<file path="src/sv/ansi_escape_key_event_fifo_macros.svh">
// assertion macros for the escape-key event fifo
// expects clk and rst_n in the scope of each use
`ifndef ANSI_ESCAPE_KEY_EVENT_FIFO_MACROS_SVH
`define ANSI_ESCAPE_KEY_EVENT_FIFO_MACROS_SVH

// same-cycle implication
`define AKEF_ASSERT_NOW(label, ante, cons, msg) \
  label: assert property (@(posedge clk) disable iff (!rst_n) (ante) |-> (cons)) \
    else $error(msg);

// next-cycle implication
`define AKEF_ASSERT_NEXT(label, ante, cons, msg) \
  label: assert property (@(posedge clk) disable iff (!rst_n) (ante) |=> (cons)) \
    else $error(msg);

`endif

</file>
<file path="src/sv/akef_pkg.sv">
// types, codes and key tables shared by the escape-key event fifo
// no dependencies
`default_nettype none

package akef_pkg;

  localparam int OUT_COUNT_W = 7;

  localparam logic [1:0] ACT_INJECT = 2'd0;
  localparam logic [1:0] ACT_POP    = 2'd1;
  localparam logic [1:0] ACT_PEEK   = 2'd2;

  localparam logic [7:0] BYTE_ESC   = 8'h1B;
  localparam logic [7:0] CHR_LBRACK = 8'h5B;
  localparam logic [7:0] CHR_TILDE  = 8'h7E;
  localparam logic [7:0] CHR_A      = 8'h41;
  localparam logic [7:0] CHR_B      = 8'h42;
  localparam logic [7:0] CHR_C      = 8'h43;
  localparam logic [7:0] CHR_D      = 8'h44;
  localparam logic [7:0] CHR_F      = 8'h46;
  localparam logic [7:0] CHR_H      = 8'h48;
  localparam logic [7:0] CHR_0      = 8'h30;
  localparam logic [7:0] CHR_1      = 8'h31;
  localparam logic [7:0] CHR_2      = 8'h32;
  localparam logic [7:0] CHR_3      = 8'h33;
  localparam logic [7:0] CHR_4      = 8'h34;
  localparam logic [7:0] CHR_5      = 8'h35;
  localparam logic [7:0] CHR_6      = 8'h36;
  localparam logic [7:0] CHR_7      = 8'h37;
  localparam logic [7:0] CHR_8      = 8'h38;
  localparam logic [7:0] CHR_9      = 8'h39;

  localparam logic [7:0] NAV_UP     = 8'd0;
  localparam logic [7:0] NAV_DOWN   = 8'd1;
  localparam logic [7:0] NAV_RIGHT  = 8'd2;
  localparam logic [7:0] NAV_LEFT   = 8'd3;
  localparam logic [7:0] NAV_HOME   = 8'd4;
  localparam logic [7:0] NAV_END    = 8'd5;
  localparam logic [7:0] NAV_INSERT = 8'd6;
  localparam logic [7:0] NAV_DELETE = 8'd7;
  localparam logic [7:0] NAV_PGUP   = 8'd8;
  localparam logic [7:0] NAV_PGDN   = 8'd9;

  localparam logic KIND_RAW = 1'b0;
  localparam logic KIND_NAV = 1'b1;

  typedef enum logic [1:0] {
    PS_IDLE,
    PS_ESC,
    PS_BRACKET,
    PS_DIGIT
  } parse_state_t;

  typedef enum logic [1:0] {
    SQ_IDLE,
    SQ_PUSH2,
    SQ_READ
  } seq_state_t;

  typedef struct packed {
    logic [1:0] action;
    logic [7:0] byte_in;
  } in_item_t;

  typedef struct packed {
    logic                   event_valid;
    logic                   event_kind;
    logic [7:0]             event_code;
    logic [OUT_COUNT_W-1:0] queued_count;
  } out_item_t;

  typedef struct packed {
    logic       kind;
    logic [7:0] code;
  } event_t;

  typedef struct packed {
    logic   hit;
    logic [7:0] code;
  } nav_t;

  // events a parser step wants queued, first one then second one
  typedef struct packed {
    logic   push_a;
    event_t ev_a;
    logic   push_b;
    event_t ev_b;
  } parse_out_t;

  function automatic nav_t letter_nav(input logic [7:0] b);
    nav_t n;
    n.hit  = 1'b1;
    n.code = NAV_UP;
    case (b)
      CHR_A: n.code = NAV_UP;
      CHR_B: n.code = NAV_DOWN;
      CHR_C: n.code = NAV_RIGHT;
      CHR_D: n.code = NAV_LEFT;
      CHR_F: n.code = NAV_END;
      CHR_H: n.code = NAV_HOME;
      default: n.hit = 1'b0;
    endcase
    return n;
  endfunction

  function automatic nav_t digit_nav(input logic [7:0] d);
    nav_t n;
    n.hit  = 1'b1;
    n.code = NAV_HOME;
    case (d)
      CHR_1: n.code = NAV_HOME;
      CHR_2: n.code = NAV_INSERT;
      CHR_3: n.code = NAV_DELETE;
      CHR_4: n.code = NAV_END;
      CHR_5: n.code = NAV_PGUP;
      CHR_6: n.code = NAV_PGDN;
      CHR_7: n.code = NAV_HOME;
      CHR_8: n.code = NAV_END;
      default: n.hit = 1'b0;
    endcase
    return n;
  endfunction

endpackage

`default_nettype wire

</file>
<file path="src/sv/ansi_escape_key_event_fifo.sv">
// top level: request sequencer, queue pointers and result register
// depends on akef_pkg, akef_parser, akef_event_ram and the macros header
//
// Terminal bytes go in with action inject; pop and peek return the oldest
// key event. An item is taken when start is high and busy is low. An inject
// that queues at most one event ends in SQ_IDLE; one that queues a held ESC
// and its following byte also goes to SQ_PUSH2 to write the second event.
// A pop or peek answers from SQ_READ after reading the event memory when
// the queue holds events, and from SQ_IDLE when it is empty. Each result is
// shown for a single cycle under out_strobe, in the cycle after the last
// cycle of its item; the receiver cannot stall it, so it must take it then.
// Events that arrive with the queue full are dropped. Memory contents are
// not cleared at reset; only written entries are ever read.
`default_nettype none

`include "ansi_escape_key_event_fifo_macros.svh"

module ansi_escape_key_event_fifo #(
  parameter int QUEUE_DEPTH = 64
) (
  input  wire logic               clk,
  input  wire logic               rst_n,
  input  wire logic               start,
  output logic                    busy,
  input  wire akef_pkg::in_item_t in_item,
  output logic                    out_strobe,
  output akef_pkg::out_item_t     out_item
);

  localparam int AW = (QUEUE_DEPTH > 1) ? $clog2(QUEUE_DEPTH) : 1;
  localparam int CW = $clog2(QUEUE_DEPTH + 1);

  akef_pkg::seq_state_t state_r, state_nxt;
  logic [AW-1:0]        rd_ptr_r, rd_ptr_nxt;
  logic [AW-1:0]        wr_ptr_r, wr_ptr_nxt;
  logic [CW-1:0]        count_r, count_nxt;
  logic                 pop_r, pop_nxt;
  akef_pkg::event_t     pend_r, pend_nxt;
  logic                 out_strobe_r, out_strobe_nxt;
  akef_pkg::out_item_t  out_item_r, out_item_nxt;

  logic                 accept;
  logic                 full;
  logic                 parse_en;
  akef_pkg::parse_out_t pout;
  logic                 mem_wr_en;
  logic [AW-1:0]        mem_wr_addr;
  akef_pkg::event_t     mem_wr_data;
  logic                 mem_rd_en;
  akef_pkg::event_t     mem_rd_data;
  logic [CW-1:0]        count_after;

  assign busy     = (state_r != akef_pkg::SQ_IDLE);
  assign accept   = start && !busy;
  assign full     = (count_r == CW'(QUEUE_DEPTH));
  assign parse_en = accept && (in_item.action == akef_pkg::ACT_INJECT);

  function automatic logic [AW-1:0] ptr_inc(input logic [AW-1:0] p);
    return (p == AW'(QUEUE_DEPTH - 1)) ? '0 : p + AW'(1);
  endfunction

  akef_parser u_parser (
    .clk     (clk),
    .rst_n   (rst_n),
    .step_en (parse_en),
    .byte_in (in_item.byte_in),
    .pout    (pout)
  );

  akef_event_ram #(
    .DEPTH (QUEUE_DEPTH),
    .AW    (AW)
  ) u_ram (
    .clk     (clk),
    .wr_en   (mem_wr_en),
    .wr_addr (mem_wr_addr),
    .wr_data (mem_wr_data),
    .rd_en   (mem_rd_en),
    .rd_addr (rd_ptr_r),
    .rd_data (mem_rd_data)
  );

  always_ff @(posedge clk) begin
    if (!rst_n) begin
      state_r      <= akef_pkg::SQ_IDLE;
      rd_ptr_r     <= '0;
      wr_ptr_r     <= '0;
      count_r      <= '0;
      pop_r        <= 1'b0;
      out_strobe_r <= 1'b0;
    end else begin
      state_r      <= state_nxt;
      rd_ptr_r     <= rd_ptr_nxt;
      wr_ptr_r     <= wr_ptr_nxt;
      count_r      <= count_nxt;
      pop_r        <= pop_nxt;
      out_strobe_r <= out_strobe_nxt;
    end
  end

  always_ff @(posedge clk) begin
    pend_r     <= pend_nxt;
    out_item_r <= out_item_nxt;
  end

  always_comb begin
    state_nxt      = state_r;
    rd_ptr_nxt     = rd_ptr_r;
    wr_ptr_nxt     = wr_ptr_r;
    count_nxt      = count_r;
    pop_nxt        = pop_r;
    pend_nxt       = pend_r;
    out_strobe_nxt = 1'b0;
    out_item_nxt   = out_item_r;
    mem_wr_en      = 1'b0;
    mem_wr_addr    = wr_ptr_r;
    mem_wr_data    = pout.ev_a;
    mem_rd_en      = 1'b0;
    count_after    = count_r;
    case (state_r)
      akef_pkg::SQ_IDLE: begin
        if (accept) begin
          case (in_item.action)
            akef_pkg::ACT_INJECT: begin
              if (pout.push_a && !full) begin
                mem_wr_en  = 1'b1;
                wr_ptr_nxt = ptr_inc(wr_ptr_r);
                count_nxt  = count_r + CW'(1);
              end
              if (pout.push_b) begin
                pend_nxt  = pout.ev_b;
                state_nxt = akef_pkg::SQ_PUSH2;
              end
            end
            akef_pkg::ACT_POP, akef_pkg::ACT_PEEK: begin
              if (count_r == '0) begin
                out_strobe_nxt = 1'b1;
                out_item_nxt   = '0;
              end else begin
                mem_rd_en = 1'b1;
                pop_nxt   = (in_item.action == akef_pkg::ACT_POP);
                state_nxt = akef_pkg::SQ_READ;
              end
            end
            default: begin
            end
          endcase
        end
      end
      akef_pkg::SQ_PUSH2: begin
        mem_wr_data = pend_r;
        if (!full) begin
          mem_wr_en  = 1'b1;
          wr_ptr_nxt = ptr_inc(wr_ptr_r);
          count_nxt  = count_r + CW'(1);
        end
        state_nxt = akef_pkg::SQ_IDLE;
      end
      akef_pkg::SQ_READ: begin
        if (pop_r) begin
          count_after = count_r - CW'(1);
          rd_ptr_nxt  = ptr_inc(rd_ptr_r);
        end
        count_nxt                 = count_after;
        out_strobe_nxt            = 1'b1;
        out_item_nxt.event_valid  = 1'b1;
        out_item_nxt.event_kind   = mem_rd_data.kind;
        out_item_nxt.event_code   = mem_rd_data.code;
        out_item_nxt.queued_count = akef_pkg::OUT_COUNT_W'(count_after);
        state_nxt                 = akef_pkg::SQ_IDLE;
      end
      default: begin
        state_nxt = akef_pkg::SQ_IDLE;
      end
    endcase
  end

  assign out_strobe = out_strobe_r;
  assign out_item   = out_item_r;

  `AKEF_ASSERT_NOW(a_count_bound, 1'b1, count_r <= CW'(QUEUE_DEPTH), "event count over depth")
  `AKEF_ASSERT_NEXT(a_read_result, state_r == akef_pkg::SQ_READ,
    out_strobe_r && out_item_r.event_valid, "read did not produce a valid item")
  `AKEF_ASSERT_NOW(a_no_write_on_read, state_r == akef_pkg::SQ_READ, !mem_wr_en,
    "memory write during read")
  `AKEF_ASSERT_NEXT(a_pop_count, state_r == akef_pkg::SQ_READ && pop_r,
    count_r == $past(count_r) - CW'(1), "pop did not lower count")
  `AKEF_ASSERT_NOW(a_empty_zero, out_strobe_r && !out_item_r.event_valid,
    out_item_r.queued_count == '0, "empty result with nonzero count")

endmodule

`default_nettype wire

</file>
<file path="src/sv/akef_parser.sv">
// escape-sequence parser: four-state machine plus held digit
// depends on akef_pkg
`default_nettype none

module akef_parser (
  input  wire logic               clk,
  input  wire logic               rst_n,
  input  wire logic               step_en,
  input  wire logic [7:0]         byte_in,
  output akef_pkg::parse_out_t    pout
);

  akef_pkg::parse_state_t state_r, state_nxt;
  logic [7:0]             held_digit_r, held_digit_nxt;
  akef_pkg::nav_t         nav;

  always_ff @(posedge clk) begin
    if (!rst_n) begin
      state_r      <= akef_pkg::PS_IDLE;
      held_digit_r <= '0;
    end else if (step_en) begin
      state_r      <= state_nxt;
      held_digit_r <= held_digit_nxt;
    end
  end

  always_comb begin
    state_nxt      = state_r;
    held_digit_nxt = held_digit_r;
    pout           = '0;
    nav            = '0;
    case (state_r)
      akef_pkg::PS_IDLE: begin
        if (byte_in == akef_pkg::BYTE_ESC) begin
          state_nxt = akef_pkg::PS_ESC;
        end else begin
          pout.push_a = 1'b1;
          pout.ev_a   = {akef_pkg::KIND_RAW, byte_in};
        end
      end
      akef_pkg::PS_ESC: begin
        if (byte_in == akef_pkg::CHR_LBRACK) begin
          state_nxt = akef_pkg::PS_BRACKET;
        end else begin
          pout.push_a = 1'b1;
          pout.ev_a   = {akef_pkg::KIND_RAW, akef_pkg::BYTE_ESC};
          if (byte_in == akef_pkg::BYTE_ESC) begin
            state_nxt = akef_pkg::PS_ESC;
          end else begin
            state_nxt   = akef_pkg::PS_IDLE;
            pout.push_b = 1'b1;
            pout.ev_b   = {akef_pkg::KIND_RAW, byte_in};
          end
        end
      end
      akef_pkg::PS_BRACKET: begin
        if (byte_in >= akef_pkg::CHR_0 && byte_in <= akef_pkg::CHR_9) begin
          state_nxt      = akef_pkg::PS_DIGIT;
          held_digit_nxt = byte_in;
        end else begin
          state_nxt   = akef_pkg::PS_IDLE;
          nav         = akef_pkg::letter_nav(byte_in);
          pout.push_a = nav.hit;
          pout.ev_a   = {akef_pkg::KIND_NAV, nav.code};
        end
      end
      akef_pkg::PS_DIGIT: begin
        state_nxt = akef_pkg::PS_IDLE;
        if (byte_in == akef_pkg::CHR_TILDE) begin
          nav         = akef_pkg::digit_nav(held_digit_r);
          pout.push_a = nav.hit;
          pout.ev_a   = {akef_pkg::KIND_NAV, nav.code};
        end
      end
      default: begin
        state_nxt = akef_pkg::PS_IDLE;
      end
    endcase
  end

endmodule

`default_nettype wire

</file>
<file path="src/sv/akef_event_ram.sv">
// event store: one write port, one read port, registered read data
// depends on akef_pkg
`default_nettype none

module akef_event_ram #(
  parameter int DEPTH = 64,
  parameter int AW    = 6
) (
  input  wire logic             clk,
  input  wire logic             wr_en,
  input  wire logic [AW-1:0]    wr_addr,
  input  wire akef_pkg::event_t wr_data,
  input  wire logic             rd_en,
  input  wire logic [AW-1:0]    rd_addr,
  output akef_pkg::event_t      rd_data
);

  akef_pkg::event_t store_mem [DEPTH];
  akef_pkg::event_t rd_data_r;

  always_ff @(posedge clk) begin
    if (wr_en) begin
      store_mem[wr_addr] <= wr_data;
    end
  end

  always_ff @(posedge clk) begin
    if (rd_en) begin
      rd_data_r <= store_mem[rd_addr];
    end
  end

  assign rd_data = rd_data_r;

endmodule

`default_nettype wire

</file>
<file path="config.mk">
export PLATFORM = sky130hd
export DESIGN_NAME = ansi_escape_key_event_fifo
export DESIGN_NICKNAME = d
export VERILOG_FILES = /design/src/sv/akef_pkg.sv /design/src/sv/ansi_escape_key_event_fifo.sv /design/src/sv/akef_parser.sv /design/src/sv/akef_event_ram.sv
export VERILOG_INCLUDE_DIRS = /design/src /design/src/sv
export SDC_FILE = /design/constraint.sdc
export NUM_CORES = 1
export LEC_CHECK = 0
export BUFFER_PORTS_ARGS = -buffer_cell sky130_fd_sc_hd__buf_2
export CAP_MARGIN = 15
export CORE_MARGIN = 3
export CORE_UTILIZATION = 30
export CTS_BUF_LIST = sky130_fd_sc_hd__clkbuf_8 sky130_fd_sc_hd__clkbuf_16
export DETAILED_ROUTE_END_ITERATION = 10
export PLACE_DENSITY = 0.4
export REMOVE_ABC_BUFFERS = 1
export SETUP_SLACK_MARGIN = 0.05
export SLEW_MARGIN = 5
export SYNTH_ARGS = -nofsm -noshare
export SYNTH_HDL_FRONTEND = slang
export SYNTH_SLANG_ARGS = --single-unit
</file>
<file path="constraint.sdc">
create_clock -name clk -period 6.8 [get_ports clk]
set_input_delay 1.36 -clock clk [delete_from_list [all_inputs] [get_ports clk]]
set_output_delay 1.36 -clock clk [all_outputs]
set_load 0.02 [all_outputs]
</file>
==> impl_results.md <==
- Sequential fraction of the synthesis area: 73.7%
- FMAX: 263 MHz
- EDFF count, synth: 610
- Max cap viols: 0
- Final Total Pwr: 8.66 mW
- PwrDens: 287 nW/µm²
- Clock slew seen by the registers of the worst setup and hold paths: 60 ps
- DRC Markers: 0
- Kind of critical path: input port to flip-flop
- Worst EP arrival: 4010 ps
- Distinct cells, synth: 57
- Final max-slew violation count: 0
- Yosys reg bits: 643
- Skew final: 15.4 ps
- Synth top area share: 71.2%
- Slowest cell on crit path: nor3_1
- Initial antenna violation count: 1
- Pre-antenna DRT Iters: 5
- Area grow syn2layout: 17.2%
- Syn_area_per_cell: 19.7 µm²
- Bufs on Longest Clock Path: 3
- CTS tree: yes
- Max_slew headroom: 24.4%
- Vias in the first global route: 13.1k
- Worst R2R Path Depth: 7
- Cts-stage hold buffer count: 0
- Routed len/inst: 26.0 µm
- H-tree lvl count: 3
- Main flop type after synthesis: edfxtp_1
- Post-CTS sizing: 0
- Top Ports: 32
- Via count: 12.8k
- Hold depth: 2
- Critical path's largest stage delay: 960 ps
- Hold crit path type: flip-flop to flip-flop
- PortBufs: 31
- Yosys top cell by area: edfxtp_1
- Post-route ant nets: 0
- Period utilization: 55.9%
- Global route overflow: 0
- Crit path time final: 3800 ps
- Clock Latency Late Sink: 610 ps
- Die ar.: 89400 µm²
- Crit. End Element: flip-flop
- Via/cell ratio: 4.94
- Aggregate routed wire length: 67700 µm
- Starting Density: 30.5%
- Top cells by area, synth: edfxtp_1, mux4_2, dfxtp_1, nor3_1, nand2_1
- Nets: 1434
- Clock sink count: 643
- Peak VDD IR: 0.164 mV
- Post-Syn Area: 25700 µm²
- Diode count: 0
- Post-Synthesis Cells: 1308
- Startpoint Class: input port
- Worst-margin pin slew: 1120 ps
- DR iter-0 viols: 1006
- P_leak: 9.23 nW
- R2R setup slack: 3320 ps
- Layout cells sized above 1: 29.7%
- Hold Crit Start: u_parser.held_digit_r[4]$_SDFFE_PN0P_
- Clock root buffer: clkbuf_16
- Reg2reg start: u_parser.state_r[1]$_SDFFE_PN0P_
- Commonest cells post-synth: edfxtp_1, mux4_2, nor3_1
- Die span in y: 299 µm
- Setup violations, final: 0
- Worst Hold End: u_parser.held_digit_r[4]$_SDFFE_PN0P_
- Largest net degree at the start of global routing: 102
- Critical path fanouts, max: 32
- R2R Path End: u_ram.store_mem[61][5]$_DFFE_PP_
- CP cell instances: buf_2, and4bb_2, a31oi_1, o21ba_2, a21oi_2, o211ai_2, buf_4, nor3_1
- Hold Violations, Final: 0
- DP HPWL: 40600 µm
- Routability cong.: 0.781
- Synth warnings: 0
- Die width: 299 µm
- Global-route wire length before repair: 98300 µm
- DP Cell Count: 2463
- Most frequent cell after synthesis: edfxtp_1
- Num rows: 106
- Final non-filler cell total: 2601
- RSZ-0062 raised after global routing: no
- Status: completed
- Gr usage total: 15.2%
- Worst Path Required: 7020 ps
- Post-synth ARST share: 0%
- Post-CTS Setup Bufs: 0
- Core Region: 84400 µm²
- CTS buffer count: 74
[per-layer routing]
| layer | vias to the layer above | global-route usage (%) | share of wire (%) |
|---|---|---|---|
| li1 | 5584 | - | - |
| met1 | 6818 | 21.7 | 46 |
| met2 | 345 | 23.3 | 46 |
| met3 | 96 | 3.66 | 5.7 |
| met4 | 0 | 4.10 | 2.4 |
| met5 | - | 0 | 0 |
[worst max-delay path by stage]
stage	slack (ps)	to	cells after the start	start
6_report	3000	u_ram.store_mem[61][5]$_DFFE_PP_	8	in_item[3]
3_3_place_gp	2400	u_ram.store_mem[31][5]$_DFFE_PP_	8	in_item[3]
3_5_place_dp	2350	u_ram.store_mem[60][8]$_DFFE_PP_	8	in_item[3]
2_1_floorplan	-820	u_ram.rd_data[0]$_DFFE_PP_	4	rd_ptr_r[0]$_SDFFE_PN0P_
5_1_grt	2870	u_ram.store_mem[61][1]$_DFFE_PP_	8	in_item[0]
4_1_cts	2990	u_ram.store_mem[6][0]$_DFFE_PP_	8	in_item[3]
[layout by cell type, fill, tap and decap left out, drive strengths merged, types with 3 or more instances in the layout]
cell type	n
clkinv	33
a32o	3
or3	3
nor4b	3
nand3b	4
nand3	11
nor4	6
a22oi	18
dfxtp	33
a21oi	19
xnor2	9
nor3	67
nand2	54
clkbuf	78
buf	112
or2	9
edfxtp	610
a31oi	5
mux2i	10
o21ai	25
xor2	7
a211oi	7
inv	30
and2	13
nor2	51
nand2b	4
nor2b	7
mux4	180
bufinv	10
and3	7
nand4	4
ha	10
[power by group]
part	total (mW)	internal [mW]	leakage (nW)	switching, mW
clock	3.99	2.41	1.23	1.58
combinational	0.261	0.0494	2.22	0.211
sequential	4.40	4.39	5.77	0.00778
[sequential cells by signal, summed over array words and instances, names as in the netlist]
register and flops:
rd_ptr_r 6, u_parser.state_r 2, count_r 7, state_r 2
out_strobe 1, out_item 17, mem_wr_addr 6, u_ram.rd_data 9
u_parser.held_digit_r 8, u_ram.store_mem 576, pend_r 8, pop_r 1
[cells by family (layout without fill, tap and decap cells)]
logic type	count (synthesis)	after routing	synth area share [%]
adders and majority gates	10	10	0.486
muxes	191	191	16.2
AOI/OAI and AO/OA	90	90	2.31
buffers and inverters	106	265	1.73
xor gates and xnor gates	16	16	0.544
DFF	643	643	73.7
and+or+nand+nor	252	252	5.02
[final cells by class]
class                   count  area [µm²]
well taps                1134        1420
inverters                  19        71.3
fillers                  7869       54200
multi-input cells         559        6440
clock buffers              76        1900
flip-flops and latches    643       19000
repair buffers            114         791
clock inverters            56         551
[through the flow]
step	area, µm²	hold slack (ps)	utilization (%)	TNS, ps	worst slack, ps
2_1_floorplan	25400	454	-	-8810	-824
5_1_grt	30200	509	35.8	0	2870
4_1_cts	30100	492	35.7	0	2990
3_5_place_dp	27700	479	32.8	0	2350
6_report	30200	485	35.8	0	3000
3_3_place_gp	27700	470	32.8	0	2400
[critical path: cells and delay by family]
family          cells  cell delay, ps
compound gates      4             940
buf+inv             2             470
simple gates        2            1230
No activity file was read; power rests on OpenSTA's default activity.
